File: src/rtl/rid_pkg.sv
// rid_pkg: shared constants and types for the riff/iff audio deframer
// holds result kinds, error codes, parser phases, magic words and the result struct
// no dependencies
`timescale 1ns / 1ps

package rid_pkg;

  localparam logic [1:0] KIND_SAMPLE = 2'd0;
  localparam logic [1:0] KIND_FORMAT = 2'd1;
  localparam logic [1:0] KIND_ERROR  = 2'd2;
  localparam logic [1:0] KIND_END    = 2'd3;

  localparam logic [2:0] ERR_MAGIC    = 3'd0;
  localparam logic [2:0] ERR_NOT_PCM  = 3'd1;
  localparam logic [2:0] ERR_DEPTH    = 3'd2;
  localparam logic [2:0] ERR_HEADER   = 3'd3;
  localparam logic [2:0] ERR_CHANNEL  = 3'd4;

  localparam logic [3:0] PH_FILEHDR  = 4'd0;
  localparam logic [3:0] PH_CHUNKHDR = 4'd1;
  localparam logic [3:0] PH_FMT      = 4'd2;
  localparam logic [3:0] PH_VHDR     = 4'd3;
  localparam logic [3:0] PH_SKIP     = 4'd4;
  localparam logic [3:0] PH_DATA     = 4'd5;
  localparam logic [3:0] PH_PAD      = 4'd6;
  localparam logic [3:0] PH_ENDPEND  = 4'd7;
  localparam logic [3:0] PH_DONE     = 4'd8;

  localparam logic [0:0] REG_MODE    = 1'd0;
  localparam logic [0:0] REG_CHANNEL = 1'd1;

  localparam logic [31:0] ID_RIFF = 32'h46464952;
  localparam logic [31:0] ID_WAVE = 32'h45564157;
  localparam logic [31:0] ID_FMT  = 32'h20746D66;
  localparam logic [31:0] ID_DATA = 32'h61746164;
  localparam logic [31:0] ID_FORM = 32'h464F524D;
  localparam logic [31:0] ID_8SVX = 32'h38535658;
  localparam logic [31:0] ID_VHDR = 32'h56484452;
  localparam logic [31:0] ID_BODY = 32'h424F4459;

  localparam logic [31:0] FMT_MIN  = 32'd16;
  localparam logic [31:0] VHDR_MIN = 32'd20;

  localparam int OUT_DATA_W = 112;

  typedef struct packed {
    logic [1:0]  kind;
    logic [15:0] sample;
    logic [31:0] rate;
    logic [15:0] chans;
    logic [5:0]  bits;
    logic [31:0] frames;
    logic [2:0]  err;
  } res_t;

endpackage

File: src/rtl/rid_core.sv
// rid_core: byte parser state and per-item conversion logic
// one accepted byte updates the parser state and yields at most one result
// depends on rid_pkg
`timescale 1ns / 1ps

module rid_core import rid_pkg::*; (
  input  logic        clk,
  input  logic        rst_n,
  input  logic        cfg_we,
  input  logic [0:0]  cfg_index,
  input  logic [15:0] cfg_wdata,
  input  logic        fire,
  input  logic [7:0]  byte_in,
  input  logic        sof,
  output logic        res_valid,
  output res_t        res
);

  logic        reg_mode_r;
  logic [15:0] reg_chan_r;

  logic [3:0]  phase_r, phase_nxt;
  logic [31:0] cnt_r, cnt_nxt;
  logic [31:0] ws_r, ws_nxt;
  logic [31:0] csize_r, csize_nxt;
  logic [31:0] fsize_r, fsize_nxt;
  logic [31:0] pos_r, pos_nxt;
  logic        pad_r, pad_nxt;
  logic [15:0] chans_r, chans_nxt;
  logic [2:0]  sbytes_r, sbytes_nxt;
  logic [1:0]  bis_r, bis_nxt;
  logic [15:0] cif_r, cif_nxt;
  logic [31:0] frames_r, frames_nxt;
  logic [1:0]  found_r, found_nxt;
  logic        mode_r, mode_nxt;
  logic [31:0] rate_r, rate_nxt;
  logic [31:0] id_r, id_nxt;

  logic [31:0] pos;
  logic [31:0] off;
  logic [15:0] diff;
  logic [18:0] rest;
  logic [2:0]  bcnt;
  logic [15:0] samp;
  logic [15:0] sel;
  logic        body_end;
  logic        emitted;

  always_ff @(posedge clk) begin
    if (!rst_n) begin
      reg_mode_r <= 1'b0;
      reg_chan_r <= '0;
    end else if (cfg_we) begin
      unique case (cfg_index)
        REG_MODE:    reg_mode_r <= cfg_wdata[0];
        REG_CHANNEL: reg_chan_r <= cfg_wdata;
        default: ;
      endcase
    end
  end

  always_comb begin
    phase_nxt  = sof ? PH_FILEHDR : phase_r;
    cnt_nxt    = sof ? '0 : cnt_r;
    ws_nxt     = sof ? '0 : ws_r;
    csize_nxt  = sof ? '0 : csize_r;
    fsize_nxt  = sof ? '0 : fsize_r;
    pos        = sof ? '0 : pos_r;
    pad_nxt    = sof ? 1'b0 : pad_r;
    chans_nxt  = sof ? '0 : chans_r;
    sbytes_nxt = sof ? '0 : sbytes_r;
    bis_nxt    = sof ? '0 : bis_r;
    cif_nxt    = sof ? '0 : cif_r;
    frames_nxt = sof ? '0 : frames_r;
    found_nxt  = sof ? '0 : found_r;
    mode_nxt   = sof ? reg_mode_r : mode_r;
    rate_nxt   = sof ? '0 : rate_r;
    id_nxt     = sof ? '0 : id_r;
    pos_nxt    = pos + 32'd1;
    off        = csize_nxt - cnt_nxt;
    diff       = '0;
    rest       = '0;
    bcnt       = '0;
    samp       = '0;
    sel        = '0;
    body_end   = 1'b0;
    emitted    = 1'b0;
    res_valid  = 1'b0;
    res        = '0;

    if (phase_nxt == PH_FILEHDR && pos == 32'd0) mode_nxt = reg_mode_r;

    // shift the byte in for all phases that collect words
    if (phase_nxt == PH_FILEHDR || phase_nxt == PH_CHUNKHDR || phase_nxt == PH_FMT ||
        phase_nxt == PH_VHDR || phase_nxt == PH_DATA) begin
      if (!mode_nxt) ws_nxt = {byte_in, ws_nxt[31:8]};
      else ws_nxt = {ws_nxt[23:0], byte_in};
    end

    unique case (phase_nxt)
      PH_FILEHDR: begin
        if (pos == 32'd3 && ws_nxt != (mode_nxt ? ID_FORM : ID_RIFF)) begin
          phase_nxt = PH_DONE;
          res_valid = 1'b1;
          res.kind  = KIND_ERROR;
          res.err   = ERR_MAGIC;
        end else begin
          if (pos == 32'd7) fsize_nxt = ws_nxt;
          if (pos >= 32'd11) begin
            if (ws_nxt != (mode_nxt ? ID_8SVX : ID_WAVE)) begin
              phase_nxt = PH_DONE;
              res_valid = 1'b1;
              res.kind  = KIND_ERROR;
              res.err   = ERR_MAGIC;
            end else begin
              cnt_nxt   = 32'd8;
              phase_nxt = PH_CHUNKHDR;
            end
          end
        end
      end
      PH_CHUNKHDR: begin
        if (cnt_nxt == 32'd8 && {1'b0, pos} >= ({1'b0, fsize_nxt} + 33'd8)) begin
          phase_nxt = PH_DONE;
          res_valid = 1'b1;
          res.kind  = KIND_ERROR;
          res.err   = ERR_HEADER;
        end else begin
          cnt_nxt = cnt_nxt - 32'd1;
          if (cnt_nxt == 32'd4) id_nxt = ws_nxt;
          if (cnt_nxt == 32'd0) begin
            csize_nxt = ws_nxt;
            cnt_nxt   = ws_nxt;
            pad_nxt   = ws_nxt[0];
            if (id_nxt == 32'd0) begin
              phase_nxt = PH_DONE;
              res_valid = 1'b1;
              res.kind  = KIND_ERROR;
              res.err   = ERR_HEADER;
            end else if (id_nxt == (mode_nxt ? ID_VHDR : ID_FMT)) begin
              if (ws_nxt < (mode_nxt ? VHDR_MIN : FMT_MIN)) begin
                phase_nxt = PH_DONE;
                res_valid = 1'b1;
                res.kind  = KIND_ERROR;
                res.err   = ERR_HEADER;
              end else begin
                phase_nxt = mode_nxt ? PH_VHDR : PH_FMT;
              end
            end else if (id_nxt == (mode_nxt ? ID_BODY : ID_DATA)) begin
              if (!found_nxt[0]) begin
                phase_nxt = PH_DONE;
                res_valid = 1'b1;
                res.kind  = KIND_ERROR;
                res.err   = ERR_HEADER;
              end else if (!mode_nxt && reg_chan_r >= chans_nxt) begin
                phase_nxt = PH_DONE;
                res_valid = 1'b1;
                res.kind  = KIND_ERROR;
                res.err   = ERR_CHANNEL;
              end else begin
                found_nxt[1] = 1'b1;
                bis_nxt      = '0;
                cif_nxt      = '0;
                frames_nxt   = '0;
                if (ws_nxt == 32'd0) begin
                  phase_nxt = PH_DONE;
                  res_valid = 1'b1;
                  res.kind  = KIND_END;
                end else begin
                  phase_nxt = PH_DATA;
                end
              end
            end else if (ws_nxt == 32'd0) begin
              body_end = 1'b1;
            end else begin
              phase_nxt = PH_SKIP;
            end
          end
        end
      end
      PH_FMT: begin
        cnt_nxt = cnt_nxt - 32'd1;
        if (off == 32'd1 && ws_nxt[31:16] != 16'd1) begin
          phase_nxt = PH_DONE;
          res_valid = 1'b1;
          res.kind  = KIND_ERROR;
          res.err   = ERR_NOT_PCM;
        end else begin
          if (off == 32'd3) chans_nxt = ws_nxt[31:16];
          if (off == 32'd7) rate_nxt = ws_nxt;
          if (off == 32'd15 && ws_nxt[31:16] != 16'd8 && ws_nxt[31:16] != 16'd16 &&
              ws_nxt[31:16] != 16'd32) begin
            phase_nxt = PH_DONE;
            res_valid = 1'b1;
            res.kind  = KIND_ERROR;
            res.err   = ERR_DEPTH;
          end else begin
            if (off == 32'd15) begin
              sbytes_nxt   = ws_nxt[21:19];
              found_nxt[0] = 1'b1;
              res_valid    = 1'b1;
              res.kind     = KIND_FORMAT;
              res.rate     = rate_nxt;
              res.chans    = chans_nxt;
              res.bits     = ws_nxt[21:16];
            end
            if (cnt_nxt == 32'd0) body_end = 1'b1;
          end
        end
      end
      PH_VHDR: begin
        cnt_nxt = cnt_nxt - 32'd1;
        if (off == 32'd13) rate_nxt = {16'd0, ws_nxt[15:0]};
        if (off == 32'd15 && byte_in != 8'd0) begin
          phase_nxt = PH_DONE;
          res_valid = 1'b1;
          res.kind  = KIND_ERROR;
          res.err   = ERR_NOT_PCM;
        end else begin
          if (off == 32'd19) begin
            chans_nxt    = 16'd1;
            sbytes_nxt   = 3'd1;
            found_nxt[0] = 1'b1;
            res_valid    = 1'b1;
            res.kind     = KIND_FORMAT;
            res.rate     = rate_nxt;
            res.chans    = 16'd1;
            res.bits     = 6'd8;
          end
          if (cnt_nxt == 32'd0) body_end = 1'b1;
        end
      end
      PH_SKIP: begin
        cnt_nxt = cnt_nxt - 32'd1;
        if (cnt_nxt == 32'd0) body_end = 1'b1;
      end
      PH_DATA: begin
        cnt_nxt = cnt_nxt - 32'd1;
        bcnt    = {1'b0, bis_nxt} + 3'd1;
        if (bcnt >= sbytes_nxt) begin
          sel = mode_nxt ? 16'd0 : reg_chan_r;
          if (mode_nxt) samp = {byte_in, 8'd0};
          else if (sbytes_nxt == 3'd1) samp = {byte_in ^ 8'h80, 8'd0};
          else samp = ws_nxt[31:16];
          diff = chans_nxt - 16'd1 - cif_nxt;
          rest = 19'(diff) * 19'(sbytes_nxt);
          if (cif_nxt == sel && cnt_nxt >= {13'd0, rest}) begin
            emitted    = 1'b1;
            res_valid  = 1'b1;
            res.kind   = KIND_SAMPLE;
            res.sample = samp;
          end
          bis_nxt = '0;
          if (cif_nxt + 16'd1 >= chans_nxt) begin
            cif_nxt    = '0;
            frames_nxt = frames_nxt + 32'd1;
          end else begin
            cif_nxt = cif_nxt + 16'd1;
          end
        end else begin
          bis_nxt = bcnt[1:0];
        end
        if (cnt_nxt == 32'd0) begin
          if (emitted) begin
            phase_nxt = PH_ENDPEND;
          end else begin
            phase_nxt  = PH_DONE;
            res_valid  = 1'b1;
            res.kind   = KIND_END;
            res.frames = frames_nxt;
          end
        end
      end
      PH_PAD: begin
        cnt_nxt   = 32'd8;
        phase_nxt = PH_CHUNKHDR;
      end
      PH_ENDPEND: begin
        phase_nxt  = PH_DONE;
        res_valid  = 1'b1;
        res.kind   = KIND_END;
        res.frames = frames_nxt;
      end
      default: ;
    endcase

    if (body_end) begin
      if (pad_nxt) begin
        phase_nxt = PH_PAD;
      end else begin
        cnt_nxt   = 32'd8;
        phase_nxt = PH_CHUNKHDR;
      end
    end
  end

  always_ff @(posedge clk) begin
    if (!rst_n) begin
      phase_r  <= PH_FILEHDR;
      cnt_r    <= '0;
      ws_r     <= '0;
      csize_r  <= '0;
      fsize_r  <= '0;
      pos_r    <= '0;
      pad_r    <= 1'b0;
      chans_r  <= '0;
      sbytes_r <= '0;
      bis_r    <= '0;
      cif_r    <= '0;
      frames_r <= '0;
      found_r  <= '0;
      mode_r   <= 1'b0;
      rate_r   <= '0;
      id_r     <= '0;
    end else if (fire) begin
      phase_r  <= phase_nxt;
      cnt_r    <= cnt_nxt;
      ws_r     <= ws_nxt;
      csize_r  <= csize_nxt;
      fsize_r  <= fsize_nxt;
      pos_r    <= pos_nxt;
      pad_r    <= pad_nxt;
      chans_r  <= chans_nxt;
      sbytes_r <= sbytes_nxt;
      bis_r    <= bis_nxt;
      cif_r    <= cif_nxt;
      frames_r <= frames_nxt;
      found_r  <= found_nxt;
      mode_r   <= mode_nxt;
      rate_r   <= rate_nxt;
      id_r     <= id_nxt;
    end
  end

endmodule

File: src/rtl/riff_iff_audio_deframer.sv
// Streaming RIFF/WAVE and IFF/8SVX audio deframer. Takes one file byte per item and
// returns format info, converted 16-bit samples of one channel, an end-of-data frame
// count or an error code. One byte is accepted every cycle unless output stalls;
// a result passes from the input register through the parser step into the result
// register; it frees in the same cycle it is taken. Configuration (mode, channel)
// is to be written by the user between files, which the block does not enforce;
// the mode is latched on the first byte. Depends on rid_pkg and rid_core.
`timescale 1ns / 1ps

module riff_iff_audio_deframer import rid_pkg::*; (
  input  logic                  clk,
  input  logic                  rst_n,
  input  logic                  cfg_we,
  input  logic [0:0]            cfg_index,
  input  logic [15:0]           cfg_wdata,
  input  logic                  in_tvalid,
  output logic                  in_tready,
  input  logic [7:0]            in_tdata,   // in_byte
  input  logic [0:0]            in_tuser,   // start_of_file
  output logic                  out_tvalid,
  input  logic                  out_tready,
  // sample_value, rate_hz, channel_count, sample_bits, frames_seen, error_code
  output logic [OUT_DATA_W-1:0] out_tdata,
  output logic [1:0]            out_tuser   // result_kind
);

  logic       iv_r;
  logic [7:0] ib_r;
  logic       is_r;
  logic       ov_r;
  res_t       ores_r;
  logic       adv;
  logic       res_valid;
  res_t       res;

  assign adv       = iv_r && (!ov_r || out_tready);
  assign in_tready = !iv_r || adv;

  always_ff @(posedge clk) begin
    if (!rst_n) begin
      iv_r <= 1'b0;
    end else if (in_tready) begin
      iv_r <= in_tvalid;
    end
  end

  always_ff @(posedge clk) begin
    if (in_tready && in_tvalid) begin
      ib_r <= in_tdata;
      is_r <= in_tuser[0];
    end
  end

  rid_core u_core (
    .clk       (clk),
    .rst_n     (rst_n),
    .cfg_we    (cfg_we),
    .cfg_index (cfg_index),
    .cfg_wdata (cfg_wdata),
    .fire      (adv),
    .byte_in   (ib_r),
    .sof       (is_r),
    .res_valid (res_valid),
    .res       (res)
  );

  always_ff @(posedge clk) begin
    if (!rst_n) begin
      ov_r <= 1'b0;
    end else if (adv) begin
      ov_r <= res_valid;
    end else if (out_tready) begin
      ov_r <= 1'b0;
    end
  end

  always_ff @(posedge clk) begin
    if (adv && res_valid) ores_r <= res;
  end

  assign out_tvalid = ov_r;
  assign out_tuser  = ores_r.kind;
  assign out_tdata  = {7'd0, ores_r.err, ores_r.frames, ores_r.bits, ores_r.chans,
                       ores_r.rate, ores_r.sample};

`ifndef ASSERT_OFF
  a_ready_when_empty: assert property (@(posedge clk) disable iff (!rst_n)
    (!iv_r |-> in_tready)) else $error("input stalled with empty input register");

  a_no_overwrite: assert property (@(posedge clk) disable iff (!rst_n)
    (out_tvalid && !out_tready |=> out_tvalid && $stable(out_tdata)))
    else $error("pending result lost");

  a_sample_clean: assert property (@(posedge clk) disable iff (!rst_n)
    (out_tvalid && out_tuser == KIND_SAMPLE |-> out_tdata[OUT_DATA_W-1:16] == '0))
    else $error("sample result carries other fields");
`endif

endmodule
File: config.mk
export PLATFORM = sky130hd
export DESIGN_NAME = riff_iff_audio_deframer
export DESIGN_NICKNAME = d
export VERILOG_FILES = /design/src/rtl/rid_pkg.sv /design/src/rtl/rid_core.sv /design/src/rtl/riff_iff_audio_deframer.sv
export SDC_FILE = /design/constraint.sdc
export NUM_CORES = 2
export LEC_CHECK = 0
export BUFFER_PORTS_ARGS = -buffer_cell sky130_fd_sc_hd__buf_2
export CORE_MARGIN = 2
export CORE_UTILIZATION = 45
export CTS_CLUSTER_SIZE = 25
export DETAILED_ROUTE_END_ITERATION = 12
export MAX_ROUTING_LAYER = met4
export SLEW_MARGIN = 20
export SYNTH_ARGS = -nofsm -noshare
export SYNTH_HDL_FRONTEND = slang
export SYNTH_SLANG_ARGS = --single-unit
File: constraint.sdc
create_clock -name clk -period 12.5 [get_ports clk]
set_input_delay 0.625 -clock clk [delete_from_list [all_inputs] [get_ports clk]]
set_output_delay 0.625 -clock clk [all_outputs]
set_load 0.05 [all_outputs]
== Word-level counts from Yosys, hierarchy flattened ==
Cells that the tools add are included.

* Output and inout port bits: 116
* Bits in registers: 436
* Word-level logic and storage cells: 320
* Input bits: 31

* Reduce and logical (&&, ||, !) cells: 34
* Order comparisons: 7
* Bitwise logic cells: 5
* Equal/unequal tests: 27
* Multiplexer cells: 207
* Add/subtract/negate cells: 9
* $mul: 1

{| class="wikitable"
|+ Operators with widths
! operator !! count
|-
| 32-bit two-way mux || 42
|-
| 16-bit two-way mux || 19
|-
| 54-bit two-way mux || 5
|-
| 32-bit one-hot mux with 2 select lines || 3
|-
| 32-bit logical NOT || 4
|-
| 32-bit one-hot mux with 4 select lines || 1
|-
| 54-bit one-hot mux with 2 select lines || 1
|-
| 32-bit by 3-bit equality test with 1-bit output (second input constant) || 3
|-
| 32-bit by 4-bit equality test with 1-bit output (second input constant) || 3
|-
| 4-bit two-way mux || 20
|-
| 32-bit by 1-bit adder with 32-bit output (second input constant) || 2
|-
| 32-bit by 2-bit equality test with 1-bit output (second input constant) || 2
|-
| 32-bit equality test || 2
|-
| 32-bit inequality test || 2
|-
| 16-bit one-hot mux with 2 select lines || 2
|-
| 31-bit two-way mux || 2
|-
| 2-bit two-way mux || 29
|-
| 1-bit two-way mux || 56
|-
| 3-bit two-way mux || 16
|-
| 32-bit by 4-bit adder with 33-bit output (second input constant) || 1
|-
| 32-bit by 33-bit greater-or-equal comparator with 1-bit output || 1
|-
| 32-bit by 1-bit equality test with 1-bit output (second input constant) || 1
|-
| 32-bit by 5-bit equality test with 1-bit output (second input constant) || 1
|-
| 16-bit greater-or-equal comparator || 2
|-
| other kinds (42) || 70
|}

== Logic depth before layout (Yosys ltp) ==
* Depth after elaboration: 18
* Gate-level depth with buffers: 48
* Depth with buffers taken out: 38

== Modules after synthesis ==
A second synthesis with hierarchy kept.

* Cell total of the unflattened synthesis: 3,892
* Area, all modules: 30,783.3 um^2

{| class="wikitable"
|+ By module, submodules not included
! module !! times used !! sequential area each (um^2) !! area an instance (um^2) !! cells each
|-
| rid_core || 1 || 6,346.1 || 27,131.0 || 3,755
|-
| riff_iff_audio_deframer || 1 || 3,523.4 || 3,652.3 || 137
|}

== Worst setup path after synthesis ==
Ideal clock, no wire load.

* Path kind: flip-flop to flip-flop
* Start point: reg is_r
* End point: reg ores_r, in the netlist out_tdata[0] (enable)
* Setup time: 0.574 ns
* Arrival: 13.197 ns
* Required time: 11.926 ns
* Cell stages (with the launch flop): 46
* Clock period less this slack: 13.772 ns
* Setup slack: -1.272 ns
* Buffers on the path: 12
* Path through: edfxtp_1 clkbuf_1 inv_1 clkbuf_1 clkbuf_1 buf_2 buf_1 buf_1 clkbuf_1 buf_1 clkbuf_1 buf_1 clkbuf_1 o21ai_0 ha_1 o22ai_1 nand2_1 fa_1 (+10 left out) a21oi_1 o21bai_1 a21oi_1 o21bai_1 a21oi_1 o21ai_0 a21oi_1 ha_1 o2111ai_1 nor4_1 o41a_1 a2111oi_0 or3_1 clkbuf_1 o311a_1 nand3_1 nor2_1 nor2_1

* Word-level cells in the longest chain between the ends: 18
* Elaborated cells between the ends (all ways): 102
* Classes of those cells: add/sub (6); mul (1); order compare (6); eq/ne (20); mux (48); reduce/logical (21)

{| class="wikitable"
|+ RTL lines
! item !! RTL line !! text
|-
| from (decl) || riff_iff_audio_deframer.sv:29 || <nowiki>logic is_r;</nowiki>
|-
| from (signal assigned) || riff_iff_audio_deframer.sv:50 || <nowiki>is_r <= in_tuser[0];</nowiki>
|-
| parallel branches: the longest is 16 deep, another holds 32-bit by 19-bit greater-or-equal comparator with 1-bit output || -- ||
|-
| 1-bit one-hot mux with 6 select lines (*) || rid_core.sv:100 || <nowiki>unique case (phase_nxt)</nowiki>
|-
| 1-bit logical AND (*) || riff_iff_audio_deframer.sv:78 || <nowiki>if (adv && res_valid) ores_r <= res;</nowiki>
|-
| to (signal assigned) || riff_iff_audio_deframer.sv:78 ||
|-
| to (decl) || riff_iff_audio_deframer.sv:31 || <nowiki>res_t ores_r;</nowiki>
|}

Every way passes the cells marked *. The select of a mux whose other input is x is not followed.
A chain may end at the register's enable or synchronous reset.

== Final worst setup path ==
* Start point: reg is_r
* End point: reg ores_r, in the netlist out_tdata[70] (enable)

The elaborated chain is that of the path after synthesis.

==> qor.yml <==
synth.distinct_cells: 104
hold_viol: 0
grt_pass1_vias: 28600
routed_via_density: 6.37
dr.pass1.iters: 7
peakVddDrop_mv: 0.125
die_w_um: 265
grtUsageTotal_pct: 34.6
synthCells: 3933
drt_iter0_drc: 3738
synth_top_area_share_pct: 20.9
cp_max_fo: 106
cts_inserted_buffers: 52
synth_area_sq_mm: 0.0306
rows: 95
hold_buffers: 0
cts_root_buffer: "clkbuf_16"
route.detailed.drc: 0
place_hpwl_um: 87100
initial_core_util_pct: 45.5
pwr_density_cell_mw_per_mm2: 104
hold_path.class: "in2reg"
ctsHtreeMaxLevel: 2
setup_violations: 0
run_status: "finished clean"
fin_nets: 4163
crit_path_start_kind: "flip-flop"
holdPathStages: 1
grt_pass1_wl_um: 182000
cp_common_cell: "a21oi_1"
max_clock_freq_ghz: 0.109
yosys_warnings: 0
clk_path_buf_depth: 3
maxSlewHeadroom_pct: 19.6
ios: 147
yosysTopAreaCell: "dfxtp_1"
ys_ff_latch: 435
overflow: 0
rsz0062_at_grt: "no"
worstRegToRegCells: 35
ys_top_cells_by_area: "dfxtp_1 21%, edfxtp_1 11%, ha_1 6.1%, nor2_1 5.8%, nand2_1 5.6%"
critPathKind: "reg2reg"
place.gp.congestion: 1.00
drive_above_1_share_pct: 10.2
synthTopCellsByCount: "474 x nor2_1, 457 x nand2_1, 319 x dfxtp_1"
slowest_delay_ps: 650
core-area_sq_mm: 0.0673
finalSetupTns_ps: 0
post-route-min-period_ps: 9180
clock-skew-final_ps: 37.7
clk_latency_ps: 640
slowest_stage: "buf_4"
end_kind: "flip-flop"
maxCapViolations: 0
antenna_found_initial: 6
critPathRequiredTime_ps: 12730
cts_sinks: 435
dieArea_sq_mm: 0.0701
leakagePower_nw: 12.1
ys_dominant_reg_cell: "dfxtp_1"
drv_slew: 0
portBuffers: 139
avgSynthCellArea_sq_um: 7.78
arrival_ps: 9410
synth_edf_count: 116
vias: 31100
wl_per_cell_um: 24.8
areaGrowthSynthToFinish_pct: 11.3
finalCritPeriodShare_pct: 73.4
synthArstFlopShare_pct: 0
drtAntennaViolNets: 0
tightest_slew_ps: 1210
clk_transition_reported_paths_ps: 60
wl_um: 121000
cts_tree: "built"
die-height_um: 265
cts_resized: 0
seq_area_frac_synth_pct: 32.3
synth.most_common_cell: "nor2_1"
final_core_util_pct: 50.6
cts_setup_buffers: 0
grt_max_degree: 126
## state kept, by name, indices dropped and copies added, names as in the netlist, 8 cells and up
register and flops:
u_core.fsize_r 32, u_core.csize_r 32, out_tdata 105, u_core.frames_r 32, u_core.reg_chan_r 16, u_core.pos_r 32, u_core.chans_r 16, u_core.id_r 32
ib_r 8, u_core.rate_r 32, u_core.cnt_r 32, u_core.cif_r 16, u_core.ws_r 32
## per-layer routing
metal	track usage, %	routed length (um)	vias to the layer above
met5	-	0	-
met4	17.6	6860	0
met3	6.84	12200	364
met2	51.7	52600	1642
met1	44.6	49600	14700
li1	-	-	14400
## through the flow
step / hold slack [ps] / area [sq um] / total power (W) / std cells / setup slack (ps)
3_3_place_gp: 438 / 32200 / 0.00195 / 4785 / 3650
4_1_cts: 139 / 34000 / 0.00355 / 4883 / 3410
2_1_floorplan: 427 / 30600 / 0.00178 / 3942 / 510
3_5_place_dp: 445 / 32200 / 0.00196 / 4785 / 3490
6_report: 166 / 34000 / 0.00355 / 4888 / 3320
5_1_grt: 155 / 34000 / 0.00365 / 4885 / 2560
## kinds of logic (layout without fill, tap and decap cells)
logic type	count (synthesis)	after routing	share of synthesized area (%)
and+or+nand+nor	1669	1669	26.6
AOI/OAI and AO/OA	1096	1096	23.6
DFF	435	435	32.3
buffers and inverters	391	459	5.11
adders and majority gates	169	169	7.28
xor gates and xnor gates	135	135	3.86
muxes	37	37	1.26
other	1	15	0.0123
## worst max-delay path, delay by kind of cell, from the launching register on
family	cells	cell delay, ps
compound gates	20	3280
buf+inv	4	1810
simple gates	7	1760
flops	1	390
xor+xnor	1	280
fa+ha+maj	3	1100
## cell type report
type	count	area, sq um
Fill cell	6653	33200
Clock buffer	70	1490
Sequential cell	435	9870
Multi-Input combinational cell	3116	19400
Inverter	136	520
Timing Repair Buffer	225	1370
Tap cell	873	1090
Antenna cell	5	12.5
Clock inverter	28	318
## layout by cell type, fill, tap and decap left out, types with 24 or more instances in the layout
cell	count
a211oi_1	46
a21o_1	43
a21oi_1	284
a22oi_1	138
a31oi_1	51
and2_1	50
and3_1	35
buf_2	139
buf_4	84
clkbuf_16	56
dfxtp_1	319
edfxtp_1	116
ha_1	150
inv_1	132
mux2i_1	26
nand2_1	457
nand2b_1	35
nand3_1	129
nand4_1	68
nor2_1	469
nor2b_1	129
nor3_1	81
nor4_1	55
o211ai_1	24
o21ai_0	208
o22ai_1	32
o31ai_1	35
or3_1	31
xnor2_1	103
xor2_1	32
## path summary, 6_finish.rpt
| kind | startpoint | end | slack, ps |
|---|---|---|---|
| max reg2reg | is_r | out_tdata[70] | 3320 |
| max | is_r | out_tdata[70] | 3320 |
| min | in_tdata[7] | ib_r[7] | 170 |
| min reg2reg | u_core.id_r[9] | u_core.id_r[9] | 450 |
## where the power goes
part / switching, W / internal, W / total (W)
logic: 0.000336 / 0.000133 / 0.000470
registers: 0.0000236 / 0.00145 / 0.00148
clock network: 0.000654 / 0.000948 / 0.00160
Power figures use the tool's default switching activity.
